==> src/design/inb_pkg.sv <==
`timescale 1ns / 1ps
// ----------------------------------------------------------------------------
// inb_pkg
// shared types, constants and saturating helpers for instance_norm_backward
// ----------------------------------------------------------------------------
package inb_pkg;

    localparam int MAX_CHANNELS = 1024;
    localparam int MEM_AW       = $clog2(MAX_CHANNELS);
    localparam int CH_W         = 10;
    localparam int INV_W        = 25;

    // func codes
    localparam logic [1:0] F_ACC  = 2'd0;
    localparam logic [1:0] F_EMIT = 2'd1;
    localparam logic [1:0] F_READ = 2'd2;

    typedef logic signed [63:0] t_s64;

    typedef struct packed {
        logic start;
        logic sh24;
    } t_mul_req;

    typedef struct packed {
        logic busy;
        logic done;
    } t_mul_rsp;

    localparam t_s64 S64_MAX = {1'b0, {63{1'b1}}};
    localparam t_s64 S64_MIN = {1'b1, {63{1'b0}}};

    function automatic t_s64 sat_add(input t_s64 a, input t_s64 b);
        logic signed [64:0] s;
        s = 65'(a) + 65'(b);
        if (s[64] != s[63]) return s[64] ? S64_MIN : S64_MAX;
        return s[63:0];
    endfunction

    function automatic t_s64 sat_sub(input t_s64 a, input t_s64 b);
        logic signed [64:0] s;
        s = 65'(a) - 65'(b);
        if (s[64] != s[63]) return s[64] ? S64_MIN : S64_MAX;
        return s[63:0];
    endfunction

    function automatic logic signed [31:0] clamp32(input t_s64 v);
        if (v > 64'sd2147483647) return 32'sh7fffffff;
        if (v < -64'sd2147483648) return 32'sh80000000;
        return v[31:0];
    endfunction

endpackage

==> src/design/inb_qmul.sv <==
`timescale 1ns / 1ps
// ----------------------------------------------------------------------------
// inb_qmul
// multi-cycle 64x64 signed fixed point multiply, floor shift by 16 or 24,
// saturated to 64 bits; one 32x32 partial product per cycle
// ----------------------------------------------------------------------------
module inb_qmul
    import inb_pkg::*;
(
    input  logic     i_clk,
    input  logic     i_rst_n,
    input  t_mul_req i_req,
    input  t_s64     i_a,
    input  t_s64     i_b,
    output t_mul_rsp o_rsp,
    output t_s64     o_p
);

    logic         r_busy, r_done, r_ppv;
    logic [2:0]   r_cnt;
    logic [63:0]  r_ua, r_ub;
    logic         r_neg, r_sh24;
    logic [63:0]  r_pp;
    logic [1:0]   r_pos;
    logic [127:0] r_acc;
    t_s64         r_res;

    logic [31:0]  a_sel, b_sel;
    logic [127:0] q, qi;
    logic         rem;
    t_s64         fin;

    assign a_sel = r_cnt[1] ? r_ua[63:32] : r_ua[31:0];
    assign b_sel = r_cnt[0] ? r_ub[63:32] : r_ub[31:0];

    always_comb begin
        q   = r_sh24 ? (r_acc >> 24) : (r_acc >> 16);
        rem = r_sh24 ? (|r_acc[23:0]) : (|r_acc[15:0]);
        qi  = q + 128'(r_neg & rem);
        if (!r_neg) begin
            fin = (|qi[127:63]) ? S64_MAX : {1'b0, qi[62:0]};
        end else if ((|qi[127:64]) || (qi[63] && (|qi[62:0]))) begin
            fin = S64_MIN;
        end else begin
            fin = -qi[63:0];
        end
    end

    always_ff @(posedge i_clk) begin
        if (!i_rst_n) begin
            r_busy <= 1'b0;
            r_done <= 1'b0;
            r_ppv  <= 1'b0;
            r_cnt  <= '0;
        end else begin
            r_done <= 1'b0;
            if (i_req.start) begin
                r_busy <= 1'b1;
                r_cnt  <= '0;
                r_ppv  <= 1'b0;
                r_acc  <= '0;
                r_ua   <= i_a[63] ? 64'(-i_a) : 64'(i_a);
                r_ub   <= i_b[63] ? 64'(-i_b) : 64'(i_b);
                r_neg  <= i_a[63] ^ i_b[63];
                r_sh24 <= i_req.sh24;
            end else if (r_busy) begin
                r_cnt <= r_cnt + 3'd1;
                r_ppv <= !r_cnt[2];
                r_pp  <= a_sel * b_sel;
                r_pos <= {1'b0, r_cnt[1]} + {1'b0, r_cnt[0]};
                if (r_ppv) r_acc <= r_acc + (128'(r_pp) << {r_pos, 5'b0});
                if (r_cnt == 3'd5) begin
                    r_res  <= fin;
                    r_done <= 1'b1;
                    r_busy <= 1'b0;
                end
            end
        end
    end

    assign o_rsp.busy = r_busy;
    assign o_rsp.done = r_done;
    assign o_p        = r_res;

endmodule

==> config.mk <==
export PLATFORM = sky130hd
export DESIGN_NAME = inb_qmul
export DESIGN_NICKNAME = d
export VERILOG_FILES = /design/src/design/inb_pkg.sv /design/src/design/inb_qmul.sv
export SDC_FILE = /design/constraint.sdc
export NUM_CORES = 2
export LEC_CHECK = 0
export BUFFER_PORTS_ARGS = -buffer_cell sky130_fd_sc_hd__buf_2
export CAP_MARGIN = 40
export CORE_MARGIN = 2
export CORE_UTILIZATION = 60
export DETAILED_ROUTE_END_ITERATION = 16
export HOLD_SLACK_MARGIN = 0.05
export PLACE_DENSITY_LB_ADDON = 0.12
export SLEW_MARGIN = 20
export SYNTH_ARGS = -nofsm -noshare
export SYNTH_HDL_FRONTEND = slang
export SYNTH_SLANG_ARGS = --single-unit
export TNS_END_PERCENT = 20
==> constraint.sdc <==
create_clock -name i_clk -period 13.2 [get_ports i_clk]
set_input_delay 0 -clock i_clk [delete_from_list [all_inputs] [get_ports i_clk]]
set_output_delay 0 -clock i_clk [all_outputs]
set_load 0.1 [all_outputs]
==> flow_metrics.py <==
metrics = {
    "sta": {
        "setup-tns-final_ns": 0,
        "slew_headroom_pct": 38.2,
        "fmaxAchievable_mhz": 99.3,
        "clock-skew-final_ns": 0.0311,
        "layout_worst_path_cycle_share_pct": 76.3,
        "hold_viol": 0,
        "setup_viol_count_final": 0,
        "timing_max_transition_violations_final": 0,
        "period_minus_slack_ns": 10.07,
        "max_slew.worst_pin.slew_ns": 0.919,
        "unrepaired_setup_endpoints_after_global_routing": "false",
    },
    "setup_path": {
        "timing.critical_path.required_ns": 13.61,
        "critical_path.max_stage_delay_ns": 0.86,
        "worst-path-max-fanout": 49,
        "r2r_start": "r_cnt[1]",
        "critical_path_sink_type": "flip-flop",
        "worstPathArrival_ns": 10.48,
        "cpLargestDelayFamily": "adder cells",
        "worst_path_max_delay_cell": "dfxtp_4",
        "criticalPathCategory": "reg2reg",
        "critPathLaunchType": "flip-flop",
        "cp_num_buf_inv": 6,
        "critPathLaunch": "r_cnt[1]",
        "most_prevalent_standard_cell_on_the_critical_path": "fa_1",
    },
    "yosys": {
        "synth_cells": 7416,
        "ys_dominant_reg_cell": "edfxtp_1",
        "synth-edff-count": 388,
        "post_synthesis_cell_area_um2": 65400,
        "synth-warning-count": 0,
        "postSynthAreaPerCell_um2": 8.81,
        "synth_seq_cells": 394,
        "seq_area_frac_synth_pct": 18.0,
        "distinct_cell_type_count_of_the_synthesized_netlist": 85,
        "syn-num-nets": 8842,
        "synth-async-reset-ratio_pct": 0,
    },
    "worst_hold_path": {
        "min-delay-path-class": "in2reg",
        "hold_path.startpoint": "i_b[63]",
    },
    "drt": {
        "via_count": 57913,
        "routed_via_density": 6.36,
        "postRouteWirelength_um": 236000,
        "firstDrtPassIters": 8,
        "route.detailed.drc": 0,
        "detail_route.iter0.violations": 6025,
        "detail-route-antenna-nets": 0,
        "drt-wirelength-per-cell_um": 25.9,
    },
    "cells_and_area": {
        "most_common_cell_after_layout_fill_and_taps_aside": "inv_1",
        "final_cell_mix": "inv_1, nor2_1, fa_1",
        "flow.area_growth_from_synthesis_pct": 10.1,
        "design.final.nets": 9075,
        "ratio_of_cells_with_drive_above_1_in_the_final_layout_pct": 7.47,
    },
    "global_route": {
        "grt_start_max_net_pins": 185,
        "gr-usage-all-layers_pct": 42.1,
        "global_route.overflow_total": 0,
        "grt_pass1_vias": 58518,
        "global_route_wire_length_before_repair_um": 353000,
        "initial_antenna_violation_count": 5,
    },
    "clocking": {
        "cts.sink_count": 394,
        "cts-buffers-inserted": 48,
        "number_of_gates_resized_after_cts": 0,
        "ctsLongestPathBuffers": 3,
        "insertion_delay_ns": 0.67,
        "cts_root_buf": "clkbuf_16",
        "tritoncts": "done",
        "clk_pin_slew_ns": 0.07,
        "cts_h_tree_lvls": 2,
    },
    "placed_design": {
        "numPortBuffers": 197,
        "place.gp.congestion": 1.08,
        "post-dp-hpwl_um": 178000,
    },
    "floorplan": {
        "die_height_um": 334,
        "die-area_um2": 112000,
        "rows": 121,
        "io_pins": 198,
        "core_area_um2": 108000,
        "start_util_pct": 60.3,
        "dieWidth_um": 334,
    },
    "job": {
        "max_cap_viol_count": 0,
    },
    "outcome": {
        "run_status": "complete, no violations",
    },
}
==> final cells by class <==
cell class | instances | area (um2)
clock buffer | 53 | 1220
sequential | 394 | 11800
tap | 1414 | 1770
multi-input combinational | 5668 | 48600
clock inverter | 35 | 432
antenna | 3 | 7.51
fill | 8725 | 36400
inverter | 989 | 3710
timing repair buffer | 548 | 4420
==> Yosys cell counts, drive strengths merged, types with 12 or more instances <==
| cell | number | area, um2 |
|---|---|---|
| nand2b | 45 | 297 |
| o31ai | 63 | 473 |
| o21ai | 219 | 1100 |
| nand4 | 115 | 719 |
| nand3 | 183 | 916 |
| nor3 | 76 | 380 |
| nor2b | 81 | 507 |
| inv | 988 | 3710 |
| mux2 | 91 | 1020 |
| xor2 | 101 | 885 |
| a31oi | 33 | 206 |
| mux2i | 184 | 1840 |
| a22o | 39 | 342 |
| o21a | 24 | 180 |
| nor4 | 56 | 375 |
| xnor2 | 282 | 2470 |
| and3 | 36 | 225 |
| a221oi | 16 | 140 |
| a21boi | 23 | 173 |
| a211oi | 26 | 195 |
| or4 | 44 | 357 |
| o41ai | 24 | 218 |
| o21bai | 54 | 405 |
| nand2 | 804 | 3020 |
| nand3b | 42 | 315 |
| a22oi | 19 | 143 |
| buf | 64 | 320 |
| o211ai | 19 | 143 |
| ha | 397 | 4970 |
| a21o | 145 | 1090 |
| a21oi | 322 | 1610 |
| or3 | 30 | 188 |
| edfxtp | 388 | 11700 |
| a2111oi | 12 | 108 |
| clkbuf | 301 | 1130 |
| and2 | 66 | 413 |
| fa | 897 | 18000 |
| nand4b | 22 | 193 |
| nor2 | 916 | 3440 |
| or2 | 15 | 93.8 |
==> state kept, by name, indices dropped and copies added, names as in the netlist <==
register / flops
r_ub: 64
r_busy: 1
r_cnt: 3
r_done: 1
r_ua: 64
r_sh24: 1
r_neg: 1
r_ppv: 1
r_pos: 2
o_p: 64
r_pp: 64
r_acc: 128
==> tightest hold or removal path, delay by kind of cell <==
family,cells,cell delay (ns)
buffers and inverters,1,0.31
xor gates and xnor gates,1,0.12
AOI/OAI and AO/OA,1,0.18
==> final timing paths <==
path / end / slack [ns] / cells past startpoint
min: r_ub[8] / 0.16 / 3
max reg2reg: r_pp[60] / 3.13 / 28
max: r_pp[60] / 3.13 / 28
min reg2reg: r_done / 0.53 / 2
==> cell families after synthesis <==
kind of cell	count (synthesis)	share of synthesized area [%]
AO/OA/AOI/OAI	1147	11.5
buffers and inverters	1354	7.90
AND/OR/NAND/NOR	2569	18.0
multiplexers	275	4.39
adder cells (fa/ha/maj)	1294	35.1
flip-flops	394	18.0
XOR/XNOR	383	5.13
==> routing by layer <==
layer	track usage (%)	share of wire (%)	vias to the layer above	wire length, um
li1	-	-	25189	-
met1	50.5	35	28032	83500
met2	68.1	46	3655	107000
met3	9.07	10	1033	24400
met4	28.6	8.6	4	20300
met5	0.651	0.011	-	27
==> timing repair <==
item,4_1_cts,5_1_grt
endpoints found under the setup margin,0,0
hold buffers,234,0
endpoints found under the hold margin,185,0
setup buffers,0,0
==> metrics by stage <==
step | cell area [um2] | worst slack (ns) | cells | hold slack (ns) | util, %
3_5_place_dp | 67900 | 3.26 | 8774 | 0.181 | 62.6
4_1_cts | 71900 | 3.32 | 9096 | 0.0661 | 66.3
2_1_floorplan | 65400 | 3.94 | 7416 | 0.0989 | -
6_report | 72000 | 3.13 | 9104 | 0.156 | 66.4
5_1_grt | 72000 | 2.74 | 9103 | 0.166 | 66.4
3_3_place_gp | 67700 | 3.46 | 8763 | 0.178 | 62.4
Power is left out: the tool's default activity adds up to more than one toggle a clock period on the data nets, which glitch-free logic cannot reach.
